--- config.mk ---
export PLATFORM = sky130hd
export DESIGN_NAME = calendar_date_stepper
export DESIGN_NICKNAME = d
export VERILOG_FILES = /design/src/design/cds_pkg.sv /design/src/design/cds_ctrl.sv /design/src/design/cds_dp.sv /design/src/design/calendar_date_stepper.sv
export SDC_FILE = /design/constraint.sdc
export NUM_CORES = 1
export LEC_CHECK = 0
export BUFFER_PORTS_ARGS = -buffer_cell sky130_fd_sc_hd__buf_2
export CAP_MARGIN = 20
export CORE_MARGIN = 2
export CORE_UTILIZATION = 58
export DETAILED_ROUTE_END_ITERATION = 12
export PLACE_DENSITY_LB_ADDON = 0.12
export SLEW_MARGIN = 0
export SYNTH_ARGS = -nofsm -noshare
export SYNTH_HDL_FRONTEND = slang
export SYNTH_HIERARCHICAL = 1
export SYNTH_SLANG_ARGS = --single-unit
export TNS_END_PERCENT = 30
--- constraint.sdc ---
create_clock -name i_clk -period 3.7 [get_ports i_clk]
set_input_delay 0.185 -clock i_clk [delete_from_list [all_inputs] [get_ports i_clk]]
set_output_delay 0.185 -clock i_clk [all_outputs]
set_load 0.05 [all_outputs]
--- src/design/cds_pkg.sv ---
`default_nettype none

package cds_pkg;

    // Field widths
    localparam int DAY_W     = 5;
    localparam int LDAY_W    = 6;
    localparam int MONTH_W   = 4;
    localparam int YEAR_W    = 16;
    localparam int DELTA_W   = 12;

    // Largest number of day steps one add may take
    localparam int MAX_STEP  = 1024;
    localparam int CNT_W     = $clog2(MAX_STEP + 1);
    localparam int CMP_W     = (CNT_W > DELTA_W) ? CNT_W : DELTA_W;

    // Operation codes
    localparam logic FUNC_LOAD = 1'b0;
    localparam logic FUNC_ADD  = 1'b1;

    // Calendar constants
    localparam logic [MONTH_W-1:0] MONTH_JAN = 4'd1;
    localparam logic [MONTH_W-1:0] MONTH_FEB = 4'd2;
    localparam logic [MONTH_W-1:0] MONTH_APR = 4'd4;
    localparam logic [MONTH_W-1:0] MONTH_JUN = 4'd6;
    localparam logic [MONTH_W-1:0] MONTH_SEP = 4'd9;
    localparam logic [MONTH_W-1:0] MONTH_NOV = 4'd11;
    localparam logic [MONTH_W-1:0] MONTH_DEC = 4'd12;
    localparam logic [DAY_W-1:0]   DAY_FIRST = 5'd1;
    localparam logic [YEAR_W-1:0]  YEAR_DEFAULT = 16'd2023;

    // Controller states
    typedef enum logic [1:0] {
        S_IDLE,
        S_STEP,
        S_DONE
    } t_state;

    // Controller to datapath
    typedef struct packed {
        logic load;     // check and store a loaded date
        logic start;    // latch step count and direction
        logic step;     // move the date by one day
        logic capture;  // copy the date into the output word
    } t_dp_cmd;

    // Datapath to controller
    typedef struct packed {
        logic delta_zero;  // incoming delta has no steps
        logic cnt_last;    // one step left
    } t_dp_sts;

    // Days in a month; every fourth year is a leap year
    function automatic logic [DAY_W-1:0] month_len(
        input logic [MONTH_W-1:0] month,
        input logic [YEAR_W-1:0]  year
    );
        logic [DAY_W-1:0] len;
        case (month) inside
            MONTH_FEB: begin
                len = (year[1:0] == 2'b00) ? 5'd29 : 5'd28;
            end
            MONTH_APR, MONTH_JUN, MONTH_SEP, MONTH_NOV: begin
                len = 5'd30;
            end
            default: begin
                len = 5'd31;
            end
        endcase
        return len;
    endfunction

endpackage

`default_nettype wire

--- src/design/cds_ctrl.sv ---
`default_nettype none

module cds_ctrl
    import cds_pkg::*;
(
    input  wire logic    i_clk,
    input  wire logic    i_rst_n,
    input  wire logic    i_in_valid,
    input  wire logic    i_func,
    input  wire logic    i_out_stall,
    input  wire t_dp_sts i_sts,
    output logic         o_in_stall,
    output logic         o_out_valid,
    output t_dp_cmd      o_cmd
);

    t_state r_state, n_state;
    logic   r_out_vld, n_out_vld;
    logic   accept;
    logic   out_free;

    assign accept   = i_in_valid && !o_in_stall;
    assign out_free = !r_out_vld || !i_out_stall;

    // State and output-valid registers
    always_ff @(posedge i_clk) begin
        if (!i_rst_n) begin
            r_state   <= S_IDLE;
            r_out_vld <= 1'b0;
        end else begin
            r_state   <= n_state;
            r_out_vld <= n_out_vld;
        end
    end

    // Next state and commands
    always_comb begin
        n_state    = r_state;
        o_cmd      = '0;
        o_in_stall = 1'b1;
        case (r_state)
            S_IDLE: begin
                // input is never stalled here, so valid alone takes the word
                o_in_stall = 1'b0;
                if (i_in_valid) begin
                    if (i_func == FUNC_LOAD) begin
                        o_cmd.load = 1'b1;
                        n_state    = S_DONE;
                    end else begin
                        o_cmd.start = 1'b1;
                        n_state     = i_sts.delta_zero ? S_DONE : S_STEP;
                    end
                end
            end
            S_STEP: begin
                o_cmd.step = 1'b1;
                if (i_sts.cnt_last) begin
                    n_state = S_DONE;
                end
            end
            S_DONE: begin
                if (out_free) begin
                    o_cmd.capture = 1'b1;
                    n_state       = S_IDLE;
                end
            end
            default: begin
                n_state = S_IDLE;
            end
        endcase
    end

    // Output word valid: set on capture, cleared when taken
    always_comb begin
        if (o_cmd.capture) begin
            n_out_vld = 1'b1;
        end else if (!i_out_stall) begin
            n_out_vld = 1'b0;
        end else begin
            n_out_vld = r_out_vld;
        end
    end

    assign o_out_valid = r_out_vld;

    // Never overwrite a word still held by the receiver
    a_no_overwrite: assert property (@(posedge i_clk) disable iff (!i_rst_n)
        o_cmd.capture |-> (!r_out_vld || !i_out_stall))
        else $error("output word overwritten while stalled");

    // A nonzero add goes to the step loop
    a_add_steps: assert property (@(posedge i_clk) disable iff (!i_rst_n)
        (accept && i_func == FUNC_ADD && !i_sts.delta_zero) |=> r_state == S_STEP)
        else $error("add did not enter stepping");

    // Every captured word shows up as valid
    a_capture_valid: assert property (@(posedge i_clk) disable iff (!i_rst_n)
        o_cmd.capture |=> r_out_vld)
        else $error("captured word not marked valid");

endmodule

`default_nettype wire

--- src/design/cds_dp.sv ---
`default_nettype none

module cds_dp
    import cds_pkg::*;
(
    input  wire logic                      i_clk,
    input  wire logic                      i_rst_n,
    input  wire t_dp_cmd                   i_cmd,
    input  wire logic [LDAY_W-1:0]         i_load_day,
    input  wire logic [MONTH_W-1:0]        i_load_month,
    input  wire logic [YEAR_W-1:0]         i_load_year,
    input  wire logic signed [DELTA_W-1:0] i_day_delta,
    output t_dp_sts                        o_sts,
    output logic [DAY_W-1:0]               o_out_day,
    output logic [MONTH_W-1:0]             o_out_month,
    output logic [YEAR_W-1:0]              o_out_year,
    output logic                           o_date_valid
);

    logic [DAY_W-1:0]   r_day, n_day;
    logic [MONTH_W-1:0] r_month, n_month;
    logic [YEAR_W-1:0]  r_year, n_year;
    logic               r_vmark, n_vmark;
    logic [CNT_W-1:0]   r_cnt, n_cnt;
    logic               r_neg, n_neg;

    logic [DAY_W-1:0]   r_o_day;
    logic [MONTH_W-1:0] r_o_month;
    logic [YEAR_W-1:0]  r_o_year;
    logic               r_o_vmark;

    logic               load_ok;
    logic [DELTA_W-1:0] mag;
    logic [CMP_W-1:0]   mag_ext;
    logic [CNT_W-1:0]   sat_cnt;
    logic [DAY_W-1:0]   cur_len;
    logic [MONTH_W-1:0] prev_month;
    logic [YEAR_W-1:0]  prev_year;

    // Load check
    assign load_ok = (i_load_month >= MONTH_JAN) && (i_load_month <= MONTH_DEC)
                  && (i_load_day != '0)
                  && (i_load_day <= {1'b0, month_len(i_load_month, i_load_year)});

    // Step count: magnitude of delta, saturated
    assign mag     = i_day_delta[DELTA_W-1] ? (DELTA_W'(0) - DELTA_W'(i_day_delta))
                                            : DELTA_W'(i_day_delta);
    assign mag_ext = CMP_W'(mag);
    assign sat_cnt = (mag_ext > CMP_W'(MAX_STEP)) ? CNT_W'(MAX_STEP) : CNT_W'(mag_ext);

    assign o_sts.delta_zero = (i_day_delta == '0);
    assign o_sts.cnt_last   = (r_cnt == CNT_W'(1));

    // Neighbors of the current date
    assign cur_len    = month_len(r_month, r_year);
    assign prev_month = (r_month <= MONTH_JAN) ? MONTH_DEC : r_month - MONTH_W'(1);
    assign prev_year  = (r_month <= MONTH_JAN) ? r_year - YEAR_W'(1) : r_year;

    // Date and counter next values
    always_comb begin
        n_day   = r_day;
        n_month = r_month;
        n_year  = r_year;
        n_vmark = r_vmark;
        n_cnt   = r_cnt;
        n_neg   = r_neg;
        if (i_cmd.load) begin
            if (load_ok) begin
                n_day   = DAY_W'(i_load_day);
                n_month = i_load_month;
                n_year  = i_load_year;
                n_vmark = 1'b1;
            end else begin
                n_day   = DAY_FIRST;
                n_month = MONTH_JAN;
                n_year  = YEAR_DEFAULT;
                n_vmark = 1'b0;
            end
        end else if (i_cmd.start) begin
            n_cnt = sat_cnt;
            n_neg = i_day_delta[DELTA_W-1];
        end else if (i_cmd.step) begin
            n_cnt = r_cnt - CNT_W'(1);
            if (r_neg) begin
                if (r_day <= DAY_FIRST) begin
                    n_month = prev_month;
                    n_year  = prev_year;
                    n_day   = month_len(prev_month, prev_year);
                end else begin
                    n_day = r_day - DAY_W'(1);
                end
            end else begin
                if (r_day >= cur_len) begin
                    n_day = DAY_FIRST;
                    if (r_month >= MONTH_DEC) begin
                        n_month = MONTH_JAN;
                        n_year  = r_year + YEAR_W'(1);
                    end else begin
                        n_month = r_month + MONTH_W'(1);
                    end
                end else begin
                    n_day = r_day + DAY_W'(1);
                end
            end
        end
    end

    // Date state
    always_ff @(posedge i_clk) begin
        if (!i_rst_n) begin
            r_day   <= DAY_FIRST;
            r_month <= MONTH_JAN;
            r_year  <= YEAR_DEFAULT;
            r_vmark <= 1'b1;
            r_cnt   <= '0;
            r_neg   <= 1'b0;
        end else begin
            r_day   <= n_day;
            r_month <= n_month;
            r_year  <= n_year;
            r_vmark <= n_vmark;
            r_cnt   <= n_cnt;
            r_neg   <= n_neg;
        end
    end

    // Output word
    always_ff @(posedge i_clk) begin
        if (i_cmd.capture) begin
            r_o_day   <= r_day;
            r_o_month <= r_month;
            r_o_year  <= r_year;
            r_o_vmark <= r_vmark;
        end
    end

    assign o_out_day    = r_o_day;
    assign o_out_month  = r_o_month;
    assign o_out_year   = r_o_year;
    assign o_date_valid = r_o_vmark;

    // Stored date stays a real date
    a_month_range: assert property (@(posedge i_clk) disable iff (!i_rst_n)
        (r_month >= MONTH_JAN) && (r_month <= MONTH_DEC))
        else $error("month out of range");

    a_day_range: assert property (@(posedge i_clk) disable iff (!i_rst_n)
        (r_day >= DAY_FIRST) && (r_day <= cur_len))
        else $error("day out of range for month");

    // Stepping never touches the valid mark
    a_step_keeps_mark: assert property (@(posedge i_clk) disable iff (!i_rst_n)
        i_cmd.step |=> r_vmark == $past(r_vmark))
        else $error("valid mark changed by a step");

endmodule

`default_nettype wire

--- src/design/calendar_date_stepper.sv ---
`default_nettype none

// Calendar date stepper: holds one date and a valid mark.
// Input channel (i_in_valid / o_in_stall) carries one word: i_func selects a
// load (check and store i_load_day/month/year) or an add (move the date by
// signed i_day_delta days, magnitude saturated to MAX_STEP).
// Output channel (o_out_valid / i_out_stall) returns one word per input word:
// the date after the operation and the valid mark of the last load.
// A load is checked and stored in the date registers, then copied to the
// output register. An add latches its saturated step count n, then one
// shared day-step unit moves the date one day per cycle for n steps, and
// the date is copied to the output register. One word is in work at a
// time. The next word is taken once the result has moved into the output
// register, which may still be waiting on the receiver. If the receiver
// stalls with a word held, the finished result waits in the date registers
// and o_in_stall stays high. Reset (synchronous, active low) sets the date to
// 01/01/2023 with the valid mark set and empties the output register.
module calendar_date_stepper
    import cds_pkg::*;
(
    input  wire logic                      i_clk,
    input  wire logic                      i_rst_n,
    input  wire logic                      i_in_valid,
    output logic                           o_in_stall,
    input  wire logic                      i_func,
    input  wire logic [LDAY_W-1:0]         i_load_day,
    input  wire logic [MONTH_W-1:0]        i_load_month,
    input  wire logic [YEAR_W-1:0]         i_load_year,
    input  wire logic signed [DELTA_W-1:0] i_day_delta,
    output logic                           o_out_valid,
    input  wire logic                      i_out_stall,
    output logic [DAY_W-1:0]               o_out_day,
    output logic [MONTH_W-1:0]             o_out_month,
    output logic [YEAR_W-1:0]              o_out_year,
    output logic                           o_date_valid
);

    t_dp_cmd cmd;
    t_dp_sts sts;

    // Sequencer
    cds_ctrl u_ctrl (
        .i_clk       (i_clk),
        .i_rst_n     (i_rst_n),
        .i_in_valid  (i_in_valid),
        .i_func      (i_func),
        .i_out_stall (i_out_stall),
        .i_sts       (sts),
        .o_in_stall  (o_in_stall),
        .o_out_valid (o_out_valid),
        .o_cmd       (cmd)
    );

    // Date registers and day-step unit
    cds_dp u_dp (
        .i_clk        (i_clk),
        .i_rst_n      (i_rst_n),
        .i_cmd        (cmd),
        .i_load_day   (i_load_day),
        .i_load_month (i_load_month),
        .i_load_year  (i_load_year),
        .i_day_delta  (i_day_delta),
        .o_sts        (sts),
        .o_out_day    (o_out_day),
        .o_out_month  (o_out_month),
        .o_out_year   (o_out_year),
        .o_date_valid (o_date_valid)
    );

endmodule

`default_nettype wire
==> results <==
- In this run the deepest clock path goes through 2 buffers.
- Once the floorplan was initialized, standard cells occupied between 60% and 70% of the core.
- The antenna cell count is 0.
- The total number of nets in the final design is 690.
- The TritonCTS clock tree is yes.
- After routing, the total negative slack on setup checks comes to 0 ns.
- The number of different library cells in the post-synthesis netlist is 80.
- The leakage power is just over 0.002 uW.
- The share of the Yosys chip area taken by registers is 33.8%.
- Derived from the worst setup path, the maximum achievable clock frequency is around 0.31 GHz.
- In the finished design, the share of the clock period the worst path needs comes to around nine tenths.
- The area of combinational cells with multiple inputs is 0.00290 sq mm.
- The number of core rows is 32.
- The count of filler cells inserted in the layout is about 650.
- The setup clock skew after layout is between 0.01 and 0.015 ns.
- The total area inside the core boundary comes to between 0.007 and 0.008 sq mm.
- The number of antenna violations at the first check in global routing is 0.
- The ratio of cells with drive above 1 in the final layout is between 15 and 20%.
- After detailed routing, the number of vias per cell comes to about 6.6.
- In this run the vertical extent of the chip is approximately 94 um.
- STA classifies the critical path endpoint as a register.
- The top fanout value on the critical path is 11.
- The areal power density over the cells is between 300 and 400 mW/mm^2.
- The floorplan step set the die width to 94.4 um.
- Clock tree synthesis inserted a total of 9 buffers.
- For this block, the via count after detailed routing is 4890.
- The die covers between 0.008 and 0.009 sq mm.
- Of the total power, combinational logic draws around a quarter.
- The number of levels the H-tree was split into is 3.
- The internal power contribution is around 1400 uW.
- The utilization after layout is just under 70%.
- The worst-case setup slack after placement is approximately 0.56 ns.
- The number of post-CTS setup repair buffers is 0.
- On the critical path the largest part of the delay comes from compound AO/OA/AOI/OAI gates.
- The total number of yosys warnings is 6.
- In this run the mean area of a mapped cell was a little over 8 sq um.
- The number of synthesized flops with an enable pin is 26.
- After synthesis, the share of flip-flops with an asynchronous set or reset is 0%.
- The via count of the first global-routing pass was between 4000 and 5000.
- The data required time at the worst endpoint is between 3 and 4 ns.
- The clock-pin slew on the worst setup and hold paths is approximately 0.080 ns.
- The max-slew violation count is 0.
- The count of nets left with antenna violations after detail routing is 0.
- Entering global routing, the biggest net connects 33 pins.
- The netlist area before placement is ~0.0047 sq mm.
- The combined buffer and inverter count along the critical path is 2.
- For this design the total switching power over the nets is approximately 640 uW.
- The total nets after synthesis is between 600 and 700.
- The worst path meets setup with roughly 0.44 ns of slack.
- The most instantiated flip-flop cell in the synthesis netlist is sky130_fd_sc_hd__dfxtp_1.
- The area added between synthesis and finish is 13.1%.
- The remaining max-slew budget at the tightest pin is between 40 and 50%.
- The biggest cell delay along the critical path is ~0.50 ns.
- The part of the power in the clock network is between 30% and 40%.
- Setup violations remaining at the end of the flow were counted as 0.
- The sequential share of power is between 40% and 50%.
- The first detailed-routing pass took 5 iterations.
- The signal on the critical path passes through inv_1 > ha_1 > o21ai_0 > a21oi_1 > a31oi_1 > ha_1 > nand2b_1 > a21o_1 > a211o_1 > o2111ai_1 > buf_4 > o21ai_0 > o22ai_1.
- The highest ir drop seen on vdd is approximately 270 uV.
- The final routed DRC violation total is 0.
- The number of hold violations in the final report is 0.
- The number of storage elements in the synthesis netlist is 67.
- The count of clock tree sinks is 67.
- For this run, the total global-route usage over all layers was measured as 30.4%.
- The area share of the leading cell type in the synthesized netlist is between 10% and 20%.
- The flow ran to the end, and the final reports show no timing, DRC or antenna violations.
- Among all cell types in the netlist, the one instantiated most often is sky130_fd_sc_hd__nand2_1.
- The I/O pin count is 71.
- The critical setup path kind is reg2reg.
- The synthesized design spends more area on one cell type than any other, namely sky130_fd_sc_hd__dfxtp_1.
- The tightest min-delay check is of the in2reg type.
- The routability congestion estimate from global placement is about 0.9.
- STA puts the critical path data arrival time at 3.53 ns.
- The synthesized netlist cell count is a little under 600.
- Summed over all layers, the global routing overflow is 0.
- The shortest period the worst path allows is 3.26 ns.
- After legalization and detailed placement, the total HPWL measured 9150 um.
- The commonest cells after synthesis are 50 x sky130_fd_sc_hd__nand2_1, 47 x sky130_fd_sc_hd__a21oi_1, 44 x sky130_fd_sc_hd__nor2_1.
- The number of resized instances in the post-cts repair step is 0.
- The count of max-cap constraint violations is 0.
- The switching fraction of total power is a little under a third.
- After clock tree synthesis, the flow added hold-fix buffers numbering 0.
- The startpoint kind of the worst setup timing path is a register.
- The first global-routing pass estimated 21500 um of wire.
- Setup repair after global routing left no endpoint under its margin.
- The number of violations reported at the end of detailed-routing iteration 0 is between 300 and 400.
- For the pin with the worst max-slew slack, the measured transition is about 0.90 ns.
- Hold timing on the final database bottoms out at a slack of around 0.08 ns.
- The detail-routed net length per standard cell is between 15 and 20 um.
- The register area is between 0.0015 and 0.002 sq mm.
- The library cell contributing the largest single delay on the critical path is sky130_fd_sc_hd__dfxtp_1.
- In the post-synthesis netlist, the biggest area contributors are sky130_fd_sc_hd__dfxtp_1 17%, sky130_fd_sc_hd__edfxtp_1 16%, sky130_fd_sc_hd__a21oi_1 5.0%.
- The tree is rooted in a sky130_fd_sc_hd__clkbuf_8.
- After detailed routing, the total wire length is roughly 13000 um.
- The count of input and output buffers is 70.
- The insertion delay of the later-clocked pin in the worst-skew pair is 0.35 ns.
==> flip-flops by register name (all words and copies together) (netlist names) <==
signal	count
u_dp/o_date_valid	1
u_dp/r_month	4
u_dp/o_out_day	5
u_dp/o_out_year	16
u_ctrl/r_state	2
u_ctrl/o_out_valid	1
u_dp/r_cnt	11
u_dp/r_day	5
u_dp/r_year	16
u_dp/r_neg	1
u_dp/r_vmark	1
u_dp/o_out_month	4
==> layout make-up <==
cell class,instances,share of cell area (%)
multi-input cells,450,54.1
flip-flops and latches,67,29.9
repair buffers,81,8.07
clock buffers,12,2.71
well taps,102,2.38
inverters,21,1.47
clock inverters,4,1.38
==> worst register-to-register path: stages, from the launching register on <==
cell and delay [ns]:
sky130_fd_sc_hd__dfxtp_1 0.50, sky130_fd_sc_hd__inv_1 0.14, sky130_fd_sc_hd__ha_1 0.34, sky130_fd_sc_hd__o21ai_0 0.19
sky130_fd_sc_hd__a21oi_1 0.08, sky130_fd_sc_hd__a31oi_1 0.17, sky130_fd_sc_hd__ha_1 0.24, sky130_fd_sc_hd__nand2b_1 0.15
sky130_fd_sc_hd__a21o_1 0.20, sky130_fd_sc_hd__a211o_1 0.32, sky130_fd_sc_hd__o2111ai_1 0.31, sky130_fd_sc_hd__buf_4 0.26
sky130_fd_sc_hd__o21ai_0 0.11, sky130_fd_sc_hd__o22ai_1 0.17
==> path summary, 6_finish.rpt <==
kind / from / cells past startpoint / slack (ns) / end
hold reg to reg: u_dp/r_vmark$_SDFFE_PN1P_ / 0 / 0.47 / u_dp/o_date_valid$_DFFE_PP_
hold / removal: i_load_year[3] / 3 / 0.08 / u_dp/r_year[3]$_SDFFE_PN0P_
setup reg to reg: u_dp/r_month[0]$_SDFFE_PN1P_ / 13 / 0.44 / u_dp/r_year[11]$_SDFFE_PN0P_
setup / recovery: u_dp/r_month[0]$_SDFFE_PN1P_ / 13 / 0.44 / u_dp/r_year[11]$_SDFFE_PN0P_
==> cells by family after synthesis <==
kind of cell	after synthesis	synth area share [%]
AND/OR/NAND/NOR	209	23.0
XOR/XNOR	15	2.77
adder cells (fa/ha/maj)	17	4.49
buffers and inverters	61	5.12
flip-flops	67	33.8
multiplexers	3	0.634
AO/OA/AOI/OAI	206	30.1
==> per-stage QoR <==
stage               std cells  total power (uW)  instance area (sq um)
global placement          720              1310                   5130
finish                    737              2020                   5360
global route              737              2100                   5360
detailed placement        721              1330                   5140
floorplan                 578              1190                   4740
CTS                       737              2010                   5360
==> power by group through the flow <==
stage	Sequential [uW]	Combinational, uW	Clock, uW
floorplan	880	313	0
global placement	865	449	0
detailed placement	867	460	0
CTS	850	465	696
global route	858	520	722
finish	852	472	693
==> routing by layer <==
metal / wire [um] / global-route usage (%) / vias to the layer above
met5: 0 / 0 / -
met4: 244 / 11.5 / 0
met3: 1010 / 4.87 / 25
met2: 6100 / 46.1 / 232
met1: 5900 / 43.7 / 2309
li1: - / - / 2324
==> cells in the final DEF (no fill, tap or decap), drive strengths merged, types with 10 or more instances in the layout <==
cell type  instances
clkbuf            12
ha                17
edfxtp            26
o21ai             43
nand2             50
buf               81
o211ai            15
xnor2             10
inv               22
nor2              44
dfxtp             41
nor3              19
a21oi             47
nand3             18
(Power assumes the default switching activity.)
